### config.mk
export PLATFORM = sky130hd
export DESIGN_NAME = grid_cell_from_parallelogram_unit
export DESIGN_NICKNAME = d
export VERILOG_FILES = /design/src/hw/rtl/gcp_pkg.sv /design/src/hw/rtl/grid_cell_from_parallelogram_unit.sv /design/src/hw/rtl/gcp_csr.sv /design/src/hw/rtl/gcp_mul.sv /design/src/hw/rtl/gcp_cell.sv
export VERILOG_INCLUDE_DIRS = /design/src /design/src/hw/rtl
export SDC_FILE = /design/constraint.sdc
export NUM_CORES = 2
export LEC_CHECK = 0
export BUFFER_PORTS_ARGS = -buffer_cell sky130_fd_sc_hd__buf_2
export CAP_MARGIN = 0
export CELL_PAD_IN_SITES_DETAIL_PLACEMENT = 0
export CELL_PAD_IN_SITES_GLOBAL_PLACEMENT = 1
export CORE_AREA = 2 2 357 359
export DETAILED_ROUTE_END_ITERATION = 10
export DIE_AREA = 0 0 359 361
export GPL_TIMING_DRIVEN = 0
export PLACE_DENSITY_LB_ADDON = 0.2
export SLEW_MARGIN = 20
export SYNTH_ARGS = -nofsm -noshare
export SYNTH_HDL_FRONTEND = slang
export SYNTH_SLANG_ARGS = --single-unit
### constraint.sdc
create_clock -name clock -period 9.56 [get_ports clock]
set_input_delay 0.478 -clock clock [delete_from_list [all_inputs] [get_ports clock]]
set_output_delay 0.478 -clock clock [all_outputs]
set_load 0.03 [all_outputs]
### src/hw/rtl/grid_cell_from_parallelogram_unit_defines.svh
// Assertion macros shared by the grid cell unit RTL
`ifndef GRID_CELL_FROM_PARALLELOGRAM_UNIT_DEFINES_SVH
`define GRID_CELL_FROM_PARALLELOGRAM_UNIT_DEFINES_SVH

// same-cycle implication
`define GCP_ASSERT_IMPLY(label, clk, rst, ante, cons, msg) \
   label: assert property (@(posedge clk) disable iff (rst) (ante) |-> (cons)) \
      else $error(msg);

// next-cycle implication
`define GCP_ASSERT_NEXT(label, clk, rst, ante, cons, msg) \
   label: assert property (@(posedge clk) disable iff (rst) (ante) |=> (cons)) \
      else $error(msg);

`endif

### src/hw/rtl/gcp_pkg.sv
// Package: constants, register map and helpers of the grid cell unit
package gcp_pkg;

   localparam int COORD_BITS_DEF = 12;
   localparam int ID_BITS_DEF    = 8;

   // corner registers
   localparam int NUM_REGS      = 6;
   localparam int REG_IDX_BITS  = $clog2(NUM_REGS);
   localparam int CSR_ADDR_BITS = $clog2(NUM_REGS * 4);
   localparam int CSR_DATA_BITS = 32;

   localparam logic [REG_IDX_BITS-1:0] REG_TOP_LEFT_X    = REG_IDX_BITS'(0);
   localparam logic [REG_IDX_BITS-1:0] REG_TOP_LEFT_Y    = REG_IDX_BITS'(1);
   localparam logic [REG_IDX_BITS-1:0] REG_TOP_RIGHT_X   = REG_IDX_BITS'(2);
   localparam logic [REG_IDX_BITS-1:0] REG_TOP_RIGHT_Y   = REG_IDX_BITS'(3);
   localparam logic [REG_IDX_BITS-1:0] REG_BOTTOM_LEFT_X = REG_IDX_BITS'(4);
   localparam logic [REG_IDX_BITS-1:0] REG_BOTTOM_LEFT_Y = REG_IDX_BITS'(5);

   // pipeline: diff, multiply, combine, normalize, compare
   localparam int NUM_STAGES = 5;

   // grid cell codes
   localparam logic [1:0] CELL_LO  = 2'd0;
   localparam logic [1:0] CELL_MID = 2'd1;
   localparam logic [1:0] CELL_HI  = 2'd2;

   // below_lo: 4n < det, below_hi: 4n < 3*det
   function automatic logic [1:0] cell_of(input logic below_lo, input logic below_hi);
      logic [1:0] code;
      if (below_lo) begin
         code = CELL_LO;
      end else if (below_hi) begin
         code = CELL_MID;
      end else begin
         code = CELL_HI;
      end
      return code;
   endfunction

endpackage

### src/hw/rtl/grid_cell_from_parallelogram_unit.sv
// Accepted points reach the rsp side through five register stages (diff,
// multiply, combine, normalize, compare), each holding one item, which
// stall stage by stage. Throughput: one point per cycle while not stalled.
// A held result stalls only the stages behind it; empty stages keep filling.
// Reset (synchronous, active high) clears the stage valid bits and the
// six corner registers to 0.
`include "grid_cell_from_parallelogram_unit_defines.svh"

module grid_cell_from_parallelogram_unit import gcp_pkg::*; #(
   parameter int COORD_BITS = COORD_BITS_DEF,
   parameter int ID_BITS    = ID_BITS_DEF,
   localparam int REQ_BITS  = ((2 * COORD_BITS + ID_BITS + 7) / 8) * 8,
   localparam int RSP_BITS  = ((ID_BITS + 4 + 7) / 8) * 8
) (
   input  logic                     clock,
   input  logic                     reset,
   // input items
   input  logic                     req_tvalid,
   output logic                     req_tready,
   // point_x, point_y, point_id (lowest bit first), zero padded
   input  logic [REQ_BITS-1:0]      req_tdata,
   // result items
   output logic                     rsp_tvalid,
   input  logic                     rsp_tready,
   // result_id, grid_row, grid_col (lowest bit first), zero padded
   output logic [RSP_BITS-1:0]      rsp_tdata,
   // degenerate
   output logic                     rsp_tuser,
   // configuration
   input  logic                     csr_psel,
   input  logic                     csr_penable,
   input  logic                     csr_pwrite,
   input  logic [CSR_ADDR_BITS-1:0] csr_paddr,
   input  logic [CSR_DATA_BITS-1:0] csr_pwdata,
   output logic [CSR_DATA_BITS-1:0] csr_prdata,
   output logic                     csr_pready
);

   localparam int SUM_BITS = 2 * COORD_BITS + 3;

   logic [COORD_BITS-1:0]      corner [NUM_REGS];
   logic [COORD_BITS-1:0]      point_x, point_y;
   logic [ID_BITS-1:0]         point_id;

   logic [NUM_STAGES-1:0]      valid_ff, valid_in;
   logic [NUM_STAGES-1:0]      stage_en;
   logic [ID_BITS-1:0]         id_ff [NUM_STAGES];

   logic signed [SUM_BITS-1:0] det, nu, nv;
   logic [1:0]                 grid_row, grid_col;
   logic                       degenerate;

   assign point_x  = req_tdata[COORD_BITS-1:0];
   assign point_y  = req_tdata[2*COORD_BITS-1:COORD_BITS];
   assign point_id = req_tdata[2*COORD_BITS+ID_BITS-1:2*COORD_BITS];

   // A stage loads when it is empty or its contents move on.
   always_comb begin
      stage_en[NUM_STAGES-1] = !valid_ff[NUM_STAGES-1] || rsp_tready;
      for (int k = NUM_STAGES - 2; k >= 0; k--) begin
         stage_en[k] = !valid_ff[k] || stage_en[k+1];
      end
   end

   always_comb begin
      valid_in = valid_ff;
      if (stage_en[0]) begin
         valid_in[0] = req_tvalid;
      end
      for (int k = 1; k < NUM_STAGES; k++) begin
         if (stage_en[k]) begin
            valid_in[k] = valid_ff[k-1];
         end
      end
   end

   always_ff @(posedge clock) begin
      if (reset) begin
         valid_ff <= '0;
      end else begin
         valid_ff <= valid_in;
      end
   end

   // id travels alongside the arithmetic
   always_ff @(posedge clock) begin
      if (stage_en[0]) begin
         id_ff[0] <= point_id;
      end
      for (int k = 1; k < NUM_STAGES; k++) begin
         if (stage_en[k]) begin
            id_ff[k] <= id_ff[k-1];
         end
      end
   end

   gcp_csr #(.COORD_BITS(COORD_BITS)) u_csr (
      .clock       (clock),
      .reset       (reset),
      .csr_psel    (csr_psel),
      .csr_penable (csr_penable),
      .csr_pwrite  (csr_pwrite),
      .csr_paddr   (csr_paddr),
      .csr_pwdata  (csr_pwdata),
      .csr_prdata  (csr_prdata),
      .csr_pready  (csr_pready),
      .corner      (corner)
   );

   gcp_mul #(.COORD_BITS(COORD_BITS)) u_mul (
      .clock    (clock),
      .stage_en (stage_en[2:0]),
      .point_x  (point_x),
      .point_y  (point_y),
      .corner   (corner),
      .det      (det),
      .nu       (nu),
      .nv       (nv)
   );

   gcp_cell #(.COORD_BITS(COORD_BITS)) u_cell (
      .clock      (clock),
      .stage_en   (stage_en[4:3]),
      .det        (det),
      .nu         (nu),
      .nv         (nv),
      .grid_row   (grid_row),
      .grid_col   (grid_col),
      .degenerate (degenerate)
   );

   assign req_tready = stage_en[0];
   assign rsp_tvalid = valid_ff[NUM_STAGES-1];
   assign rsp_tdata  = RSP_BITS'({grid_col, grid_row, id_ff[NUM_STAGES-1]});
   assign rsp_tuser  = degenerate;

   `GCP_ASSERT_IMPLY(a_degen_cell_zero, clock, reset,
      rsp_tvalid && degenerate, grid_row == CELL_LO && grid_col == CELL_LO,
      "degenerate result with nonzero cell")
   `GCP_ASSERT_NEXT(a_accept_enters, clock, reset,
      req_tvalid && req_tready, valid_ff[0],
      "accepted item did not enter the first stage")
   `GCP_ASSERT_NEXT(a_stall_holds, clock, reset,
      !stage_en[0], valid_ff[0],
      "stalled first stage lost its item")
   `GCP_ASSERT_IMPLY(a_cell_range, clock, reset,
      rsp_tvalid, grid_row != 2'd3 && grid_col != 2'd3,
      "cell index out of range")

endmodule

### src/hw/rtl/gcp_csr.sv
// Corner register file behind the APB-style port
module gcp_csr import gcp_pkg::*; #(
   parameter int COORD_BITS = COORD_BITS_DEF
) (
   input  logic                     clock,
   input  logic                     reset,
   input  logic                     csr_psel,
   input  logic                     csr_penable,
   input  logic                     csr_pwrite,
   input  logic [CSR_ADDR_BITS-1:0] csr_paddr,
   input  logic [CSR_DATA_BITS-1:0] csr_pwdata,
   output logic [CSR_DATA_BITS-1:0] csr_prdata,
   output logic                     csr_pready,
   output logic [COORD_BITS-1:0]    corner [NUM_REGS]
);

   logic [COORD_BITS-1:0]   corner_ff [NUM_REGS];
   logic [COORD_BITS-1:0]   corner_in [NUM_REGS];
   logic [REG_IDX_BITS-1:0] reg_idx;
   logic                    wr_en;

   assign csr_pready = 1'b1;
   assign reg_idx    = csr_paddr[CSR_ADDR_BITS-1:2];
   assign wr_en      = csr_psel && csr_penable && csr_pwrite;

   always_comb begin
      for (int i = 0; i < NUM_REGS; i++) begin
         corner_in[i] = (wr_en && reg_idx == REG_IDX_BITS'(i)) ?
                        csr_pwdata[COORD_BITS-1:0] : corner_ff[i];
      end
   end

   always_comb begin
      csr_prdata = '0;
      for (int i = 0; i < NUM_REGS; i++) begin
         if (reg_idx == REG_IDX_BITS'(i)) begin
            csr_prdata = CSR_DATA_BITS'(corner_ff[i]);
         end
      end
   end

   always_ff @(posedge clock) begin
      if (reset) begin
         for (int i = 0; i < NUM_REGS; i++) begin
            corner_ff[i] <= '0;
         end
      end else begin
         for (int i = 0; i < NUM_REGS; i++) begin
            corner_ff[i] <= corner_in[i];
         end
      end
   end

   assign corner = corner_ff;

endmodule

### src/hw/rtl/gcp_mul.sv
// Front stages: edge and offset vectors, products, determinant and numerators
module gcp_mul import gcp_pkg::*; #(
   parameter int COORD_BITS = COORD_BITS_DEF,
   localparam int SUM_BITS  = 2 * COORD_BITS + 3
) (
   input  logic                       clock,
   input  logic [2:0]                 stage_en,
   input  logic [COORD_BITS-1:0]      point_x,
   input  logic [COORD_BITS-1:0]      point_y,
   input  logic [COORD_BITS-1:0]      corner [NUM_REGS],
   output logic signed [SUM_BITS-1:0] det,
   output logic signed [SUM_BITS-1:0] nu,
   output logic signed [SUM_BITS-1:0] nv
);

   localparam int DIFF_BITS = COORD_BITS + 1;
   localparam int PROD_BITS = 2 * COORD_BITS + 2;

   function automatic logic signed [DIFF_BITS-1:0] sub_u(input logic [COORD_BITS-1:0] x,
                                                         input logic [COORD_BITS-1:0] y);
      return $signed({1'b0, x}) - $signed({1'b0, y});
   endfunction

   // stage 1: differences
   logic signed [DIFF_BITS-1:0] a_ff, b_ff, c_ff, d_ff, rx_ff, ry_ff;
   // stage 2: products
   logic signed [PROD_BITS-1:0] ad_ff, bc_ff, drx_ff, bry_ff, ary_ff, crx_ff;
   // stage 3: sums
   logic signed [SUM_BITS-1:0]  det_ff, nu_ff, nv_ff;

   always_ff @(posedge clock) begin
      if (stage_en[0]) begin
         a_ff  <= sub_u(corner[REG_TOP_RIGHT_X],   corner[REG_TOP_LEFT_X]);
         c_ff  <= sub_u(corner[REG_TOP_RIGHT_Y],   corner[REG_TOP_LEFT_Y]);
         b_ff  <= sub_u(corner[REG_BOTTOM_LEFT_X], corner[REG_TOP_LEFT_X]);
         d_ff  <= sub_u(corner[REG_BOTTOM_LEFT_Y], corner[REG_TOP_LEFT_Y]);
         rx_ff <= sub_u(point_x, corner[REG_TOP_LEFT_X]);
         ry_ff <= sub_u(point_y, corner[REG_TOP_LEFT_Y]);
      end
      if (stage_en[1]) begin
         ad_ff  <= a_ff * d_ff;
         bc_ff  <= b_ff * c_ff;
         drx_ff <= d_ff * rx_ff;
         bry_ff <= b_ff * ry_ff;
         ary_ff <= a_ff * ry_ff;
         crx_ff <= c_ff * rx_ff;
      end
      if (stage_en[2]) begin
         det_ff <= SUM_BITS'(ad_ff)  - SUM_BITS'(bc_ff);
         nu_ff  <= SUM_BITS'(drx_ff) - SUM_BITS'(bry_ff);
         nv_ff  <= SUM_BITS'(ary_ff) - SUM_BITS'(crx_ff);
      end
   end

   assign det = det_ff;
   assign nu  = nu_ff;
   assign nv  = nv_ff;

endmodule

### src/hw/rtl/gcp_cell.sv
// Back stages: sign normalization, scaling and cell comparison
module gcp_cell import gcp_pkg::*; #(
   parameter int COORD_BITS = COORD_BITS_DEF,
   localparam int SUM_BITS  = 2 * COORD_BITS + 3
) (
   input  logic                       clock,
   input  logic [1:0]                 stage_en,
   input  logic signed [SUM_BITS-1:0] det,
   input  logic signed [SUM_BITS-1:0] nu,
   input  logic signed [SUM_BITS-1:0] nv,
   output logic [1:0]                 grid_row,
   output logic [1:0]                 grid_col,
   output logic                       degenerate
);

   localparam int CMP_BITS = SUM_BITS + 2;

   logic                       det_neg;
   logic signed [SUM_BITS-1:0] det_abs, nu_n, nv_n;

   // stage 4
   logic signed [CMP_BITS-1:0] det_ff, three_det_ff, four_nu_ff, four_nv_ff;
   logic                       zero_ff;
   // stage 5
   logic [1:0]                 row_ff, col_ff;
   logic                       degen_ff;

   assign det_neg = det[SUM_BITS-1];
   assign det_abs = det_neg ? -det : det;
   assign nu_n    = det_neg ? -nu  : nu;
   assign nv_n    = det_neg ? -nv  : nv;

   always_ff @(posedge clock) begin
      if (stage_en[0]) begin
         det_ff       <= CMP_BITS'(det_abs);
         three_det_ff <= CMP_BITS'(det_abs) + (CMP_BITS'(det_abs) <<< 1);
         four_nu_ff   <= {nu_n, 2'b00};
         four_nv_ff   <= {nv_n, 2'b00};
         zero_ff      <= (det == '0);
      end
      if (stage_en[1]) begin
         degen_ff <= zero_ff;
         if (zero_ff) begin
            row_ff <= CELL_LO;
            col_ff <= CELL_LO;
         end else begin
            row_ff <= cell_of(four_nv_ff < det_ff, four_nv_ff < three_det_ff);
            col_ff <= cell_of(four_nu_ff < det_ff, four_nu_ff < three_det_ff);
         end
      end
   end

   assign grid_row   = row_ff;
   assign grid_col   = col_ff;
   assign degenerate = degen_ff;

endmodule

# --- After elaboration in Yosys (flattened, before gate mapping) ---
# Memories as Yosys holds them, arrays and structs flattened.
# Index checks and enable logic that the tools add are counted.
word_totals:
  ff_bits: 508
  latch_bits: 0
  ram_bits: 40
  rom_bits: 0
  word_cells: 106
  memories: 1
op_classes:
  add_sub_neg: 13
  n_mul: 6
  div: 0
  magnitude_cmp: 4
  eq_ne: 5
  n_shift: 0
  n_mux: 21
  bitwise: 0
  reduce_logical: 22
mem_list:
  columns: ["memory", "depth", "word_bits", "rd", "rd_clocked_by_memory_dff", "wr", "line_no", "source"]
  rows:
  - ["id_ff", 5, 8, 5, 0, 5, "grid_cell_from_parallelogram_unit.sv:47", "logic [ID_BITS-1:0] id_ff [NUM_STAGES];"]
op_table:
  columns: ["op", "count"]
  rows:
  - ["multiplier 13 x 13 -> 26 bit", 6]
  - ["two-way mux 27 bit", 3]
  - ["negator 27 bit", 3]
  - ["subtractor 26 x 26 -> 27 bit", 3]
  - ["subtractor 12 x 12 -> 13 bit", 6]
  - ["two-way mux 12 bit", 6]
  - ["< comparator 29 x 27 -> 1 bit", 2]
  - ["< comparator 29 bit", 2]
  - ["adder 27 x 28 -> 29 bit", 1]
  - ["zero test 27 bit", 1]
  - ["two-way mux 1 bit", 10]
  - ["logical AND 1 bit", 8]
  - ["equality test 3 x 2 -> 1 bit, second input constant", 2]
  - ["equality test 3 bit, second input constant", 2]
  - ["zero test 1 bit", 5]
  - ["logical OR 1 bit", 5]
  - ["two-way mux 2 bit", 2]
  - ["OR reduction 2 bit", 2]
  - ["equality test 3 x 1 -> 1 bit, second input constant", 1]
  - ["zero test 3 bit", 1]

# --- Depth between registers and ports, before layout ---
logic_depth:
  ltp_word: 8
  ltp_mapped: 24
  ltp_nobuf: 23

# --- Cells and area by module ---
# A second synthesis with hierarchy kept.
unflattened:
  hier_cells: 6823
  hier_area_um2: 68403.1
modules_own_cells:
  columns: ["mod", "instances", "cells_each", "area_per_inst_um2"]
  rows:
  - ["gcp_mul", 1, 5494, 54135.7]
  - ["gcp_cell", 1, 861, 8952.3]
  - ["gcp_csr", 1, 393, 3808.7]
  - ["grid_cell_from_parallelogram_unit", 1, 75, 1506.4]

# --- Least setup slack after synthesis ---
# No wires, ideal clock.
synth_timing:
  path_type: "flip-flop to flip-flop"
  from: "register u_mul.d_ff[12]"
  to: "register u_mul.drx_ff[25], data pin"
  setup_ps: 260
  t_arrival_ps: 5712
  required_ps: 9300
  slack_ps: 3588
  stages_incl_launch_ff: 21
  path_buffers: 2
  path_cell_list: "edfxtp_1 clkbuf_1 buf_1 nand2_1 fa_1 fa_1 inv_1 fa_1 fa_1 fa_1 ha_1 ha_1 o21a_1 nor2_1 nor2b_1 o21ai_0 a31oi_1 o41ai_1 o2111ai_1 a21oi_1 xnor2_1"
synth_between:
  elab_chain_cells: 1
synth_rtl:
  columns: ["element", "line_no", "source"]
  rows:
  - ["start, declared", "gcp_mul.sv:25", "logic signed [DIFF_BITS-1:0] a_ff, b_ff, c_ff, d_ff, rx_ff, ry_ff;"]
  - ["start signal, assigned", "gcp_mul.sv:36", "d_ff <= sub_u(corner[REG_BOTTOM_LEFT_Y], corner[REG_TOP_LEFT_Y]);"]
  - ["multiplier 13 x 13 -> 26 bit", "gcp_mul.sv:43", "drx_ff <= d_ff * rx_ff;"]
  - ["end signal, assigned", "gcp_mul.sv:43", null]
  - ["end, declared", "gcp_mul.sv:27", "logic signed [PROD_BITS-1:0] ad_ff, bc_ff, drx_ff, bry_ff, ary_ff, crx_ff;"]
# No other way between the ends.
# A chain may end at the register's enable or synchronous reset.

# --- Final worst setup path ---
layout_timing:
  from: "register u_mul.a_ff[12]"
  to: "register u_mul.ary_ff[22], data pin"
layout_between:
  elab_chain_cells: 1
layout_rtl:
  columns: ["element", "line_no", "source"]
  rows:
  - ["start, declared", "gcp_mul.sv:25", null]
  - ["start signal, assigned", "gcp_mul.sv:33", "a_ff <= sub_u(corner[REG_TOP_RIGHT_X], corner[REG_TOP_LEFT_X]);"]
  - ["multiplier 13 x 13 -> 26 bit", "gcp_mul.sv:45", "ary_ff <= a_ff * ry_ff;"]
  - ["end signal, assigned", "gcp_mul.sv:45", null]
  - ["end, declared", "gcp_mul.sv:27", null]
# No other way between the ends.

==> flow_summary.json <==
{
  "hold_viol": 0,
  "rsz0062_at_grt": "no",
  "hold_depth": 3,
  "synth_seq_cells": 546,
  "status": "complete, no violations",
  "cts_resized": 0,
  "syn_avg_cell_area_um2": 9.87,
  "ys_seq_area_frac": 0.231,
  "p_switching_mw": 10.8,
  "r2r_slack_ns": 1.58,
  "drt_wl_total_um": 202000,
  "cp.required_ns": 9.84,
  "pwr-share-seq": 0.203,
  "clkPwrFrac": 0.121,
  "syn_to_final_growth_pct": 7.83,
  "num-nets-final": 8787,
  "place.gp.congestion": 0.978,
  "intPower_mw": 10.9,
  "cts.clk_slew.worst_paths_ns": 0.06,
  "coreArea_um2": 125000,
  "maxCapViolCount": 0,
  "setup_tns_ns": 0,
  "vdd_drop_max_v": 0.000769,
  "finalNonFillerCells": 8757,
  "cp-start-kind": "flip-flop",
  "synthFlopType": "edfxtp_1",
  "synth_warnings": 0,
  "fill_cells": 11000,
  "drive_gt1_frac": 0.0409,
  "cts_root_buffer": "clkbuf_16",
  "hold_buffers": 8,
  "grt_max_degree": 66,
  "min_from": "csr_pwdata[11]",
  "groute.usage.overall": 0.320,
  "hp-class": "in -> reg",
  "cts_max_level": 3,
  "drc": 0,
  "grt_overflow_total": 0,
  "fin_crit_sh": 0.835,
  "synth_top_area_cell": "fa_1",
  "holdPathEnd": "u_csr.corner[35]",
  "grt_pass1_wl_um": 308000,
  "postSynthCellCount": 6855,
  "slew_headroom": 0.168,
  "synth_top_cells_by_area": "fa_1 29%, edfxtp_1 21%, ha_1 13%, inv_1 7.4%, nand2_1 4.3%",
  "r2r-start": "u_mul.a_ff[12]",
  "antenna_left": 0,
  "dp_cells": 8615,
  "die_w_um": 359,
  "antenna_found_initial": 26,
  "seq_area_um2": 15600,
  "crit_fanout": 10,
  "worstMarginPinSlew_ns": 1.25,
  "leakage_nw": 35.2,
  "drv_slew": 0,
  "dieArea_um2": 130000,
  "sw_frac_of_total": 0.498,
  "fin_skew_ns": 0.0322,
  "synthesis.area_um2": 67600,
  "start_util": 0.539,
  "dp_hpwl_um": 165000,
  "wire_per_inst_um": 23.1,
  "powerDensity_nw_per_um2": 299,
  "clock_path_buffers": 3,
  "r2r-end": "u_mul.ary_ff[22]",
  "cts.sinks": 546,
  "port_buffers": 77,
  "first_pass_iters": 6,
  "yosysTopAreaCellShare": 0.291,
  "fmax_mhz": 125,
  "postCtsSetupRepairBufs": 0,
  "cp-end-kind": "flip-flop",
  "numCtsBuffers": 67,
  "multi_input_area_um2": 46200,
  "ys_async_sr_fraction": 0,
  "row_count": 130,
  "crit_arrival_ns": 8.26,
  "grt_pass1_vias": 50200,
  "via_per_inst": 5.55,
  "drtIter0Drc": 3535,
  "combPwrFrac": 0.676,
  "cts_tree": "built",
  "die_y_um": 361,
  "num_vias": 48600,
  "pin_count": 128,
  "synth_enable_flop_cells": 469,
  "setup_viol": 0,
  "fin_crit_ns": 7.98,
  "ff2ff_path_depth": 16,
  "yosysUniqueCellTypes": 76,
  "path_class": "reg -> reg",
  "clock_latency_ns": 0.67
}
## layout make-up
cell class                      count  share of cell area
Clock inverter                     39             0.00721
Timing Repair Buffer               95             0.00930
Multi-Input combinational cell   4767               0.634
Clock buffer                       83              0.0246
Sequential cell                   546               0.214
Tap cell                         1650              0.0283
Antenna cell                       12            0.000412
Inverter                         1329              0.0684
Buffer                            236              0.0139
## layer usage
metal,GRT usage,wire [um],vias up
li1,-,-,22200
met1,0.406,80600,24200
met2,0.521,93400,1783
met3,0.0664,16200,435
met4,0.162,11600,18
met5,0,114,-
## per-stage QoR
stage	cell area, um^2	setup WS, ns	hold WS, ns	utilization	total power [mW]
finish	72900	1.58	0.134	0.582	21.8
detailed placement	70500	1.70	0.405	0.562	18.9
floorplan	67700	3.59	0.400	-	13.3
CTS	72900	1.69	0.0872	0.581	21.7
global placement	70200	0.890	0.401	0.560	18.4
global route	72900	1.29	0.124	0.581	23.5
## critical path: stages, from the launching register on
cell,delay (ns)
edfxtp_1,0.32
clkbuf_1,0.51
clkbuf_1,0.66
nand2_1,0.22
fa_1,0.55
fa_1,0.86
inv_1,0.13
fa_1,0.48
fa_1,0.56
fa_1,0.42
ha_1,0.31
ha_1,0.35
nand3_1,0.20
o31ai_1,0.65
a221oi_1,0.23
nor2b_1,0.21
xnor2_1,0.91
## Yosys cell counts (all sizes together) (8+ instances only)
library cell / instances
nand2: 766
a31o: 9
o211ai: 11
o41ai: 17
a211o: 14
a21o: 86
ha: 687
nor2b: 53
buf: 39
inv: 1327
nand2b: 69
or4: 11
o21ai: 184
and2: 452
a21oi: 267
o21a: 48
a31oi: 23
o22ai: 8
clkbuf: 197
edfxtp: 469
a311oi: 8
a21boi: 29
o21bai: 27
o2111ai: 8
nor4: 13
or2: 14
o31ai: 27
nor2: 275
nand4: 25
xnor2: 281
xor2: 74
nand3: 45
nor3: 57
mux2i: 33
or3: 24
a211oi: 13
dfxtp: 77
fa: 982
and3: 22
## worst max-delay path by stage
stage / slack, ns / depth (start not counted) / to / startpoint
after floorplan: 3.59 / 20 / u_mul.drx_ff[25] / u_mul.d_ff[12]
after global placement: 0.89 / 22 / u_mul.bry_ff[25] / u_mul.b_ff[12]
after detailed placement: 1.70 / 16 / u_mul.ary_ff[24] / u_mul.a_ff[12]
after CTS: 1.69 / 16 / u_mul.ary_ff[22] / u_mul.a_ff[12]
after global routing: 1.29 / 24 / u_mul.ary_ff[23] / u_mul.a_ff[4]
final: 1.58 / 16 / u_mul.ary_ff[22] / u_mul.a_ff[12]
## flip-flops by register name, indices dropped and copies added, names as in the netlist, 25 cells and up
signal,flops
u_mul.det,27
u_csr.corner,72
u_cell.three_det_ff,29
u_cell.four_nu_ff,27
u_mul.nu,27
u_mul.nv,27
u_cell.det_ff,25
u_mul.ad_ff,26
u_mul.drx_ff,26
u_mul.crx_ff,26
u_cell.four_nv_ff,27
u_mul.bc_ff,26
u_mul.ary_ff,26
id_ff,40
u_mul.bry_ff,26
## cell usage in the layout, fill, tap and decap left out, types with 57 or more instances in the layout
master     Yosys  layout
a21o_1        86      86
a21oi_1      267     267
and2_1       452     452
buf_2          0      77
clkbuf_1     197     206
clkbuf_16      0      68
dfxtp_1       77      77
edfxtp_1     469     469
fa_1         982     982
ha_1         687     687
inv_1       1327    1326
nand2_1      766     764
nand2b_1      69      69
nor2_1       275     275
nor3_1        57      57
o21ai_0      183     183
xnor2_1      281     275
xor2_1        74      69
## logic make-up after synthesis
family / count (synthesis) / synth area share
muxes: 39 / 0.00688
DFF: 546 / 0.231
and+or+nand+nor: 1851 / 0.132
AOI/OAI and AO/OA: 828 / 0.0774
other: 2 / 0.000111
xor gates and xnor gates: 355 / 0.0460
adders and majority gates: 1669 / 0.418
buffers and inverters: 1565 / 0.0887
## power by group through the flow
stage	clock network [mW]	registers, mW	logic [mW]
2_1_floorplan	0	4.20	9.09
3_3_place_gp	0	4.46	14.0
3_5_place_dp	0	4.47	14.5
4_1_cts	2.68	4.42	14.6
5_1_grt	2.77	4.48	16.2
6_report	2.63	4.43	14.7
Power figures use the tool's default switching activity.
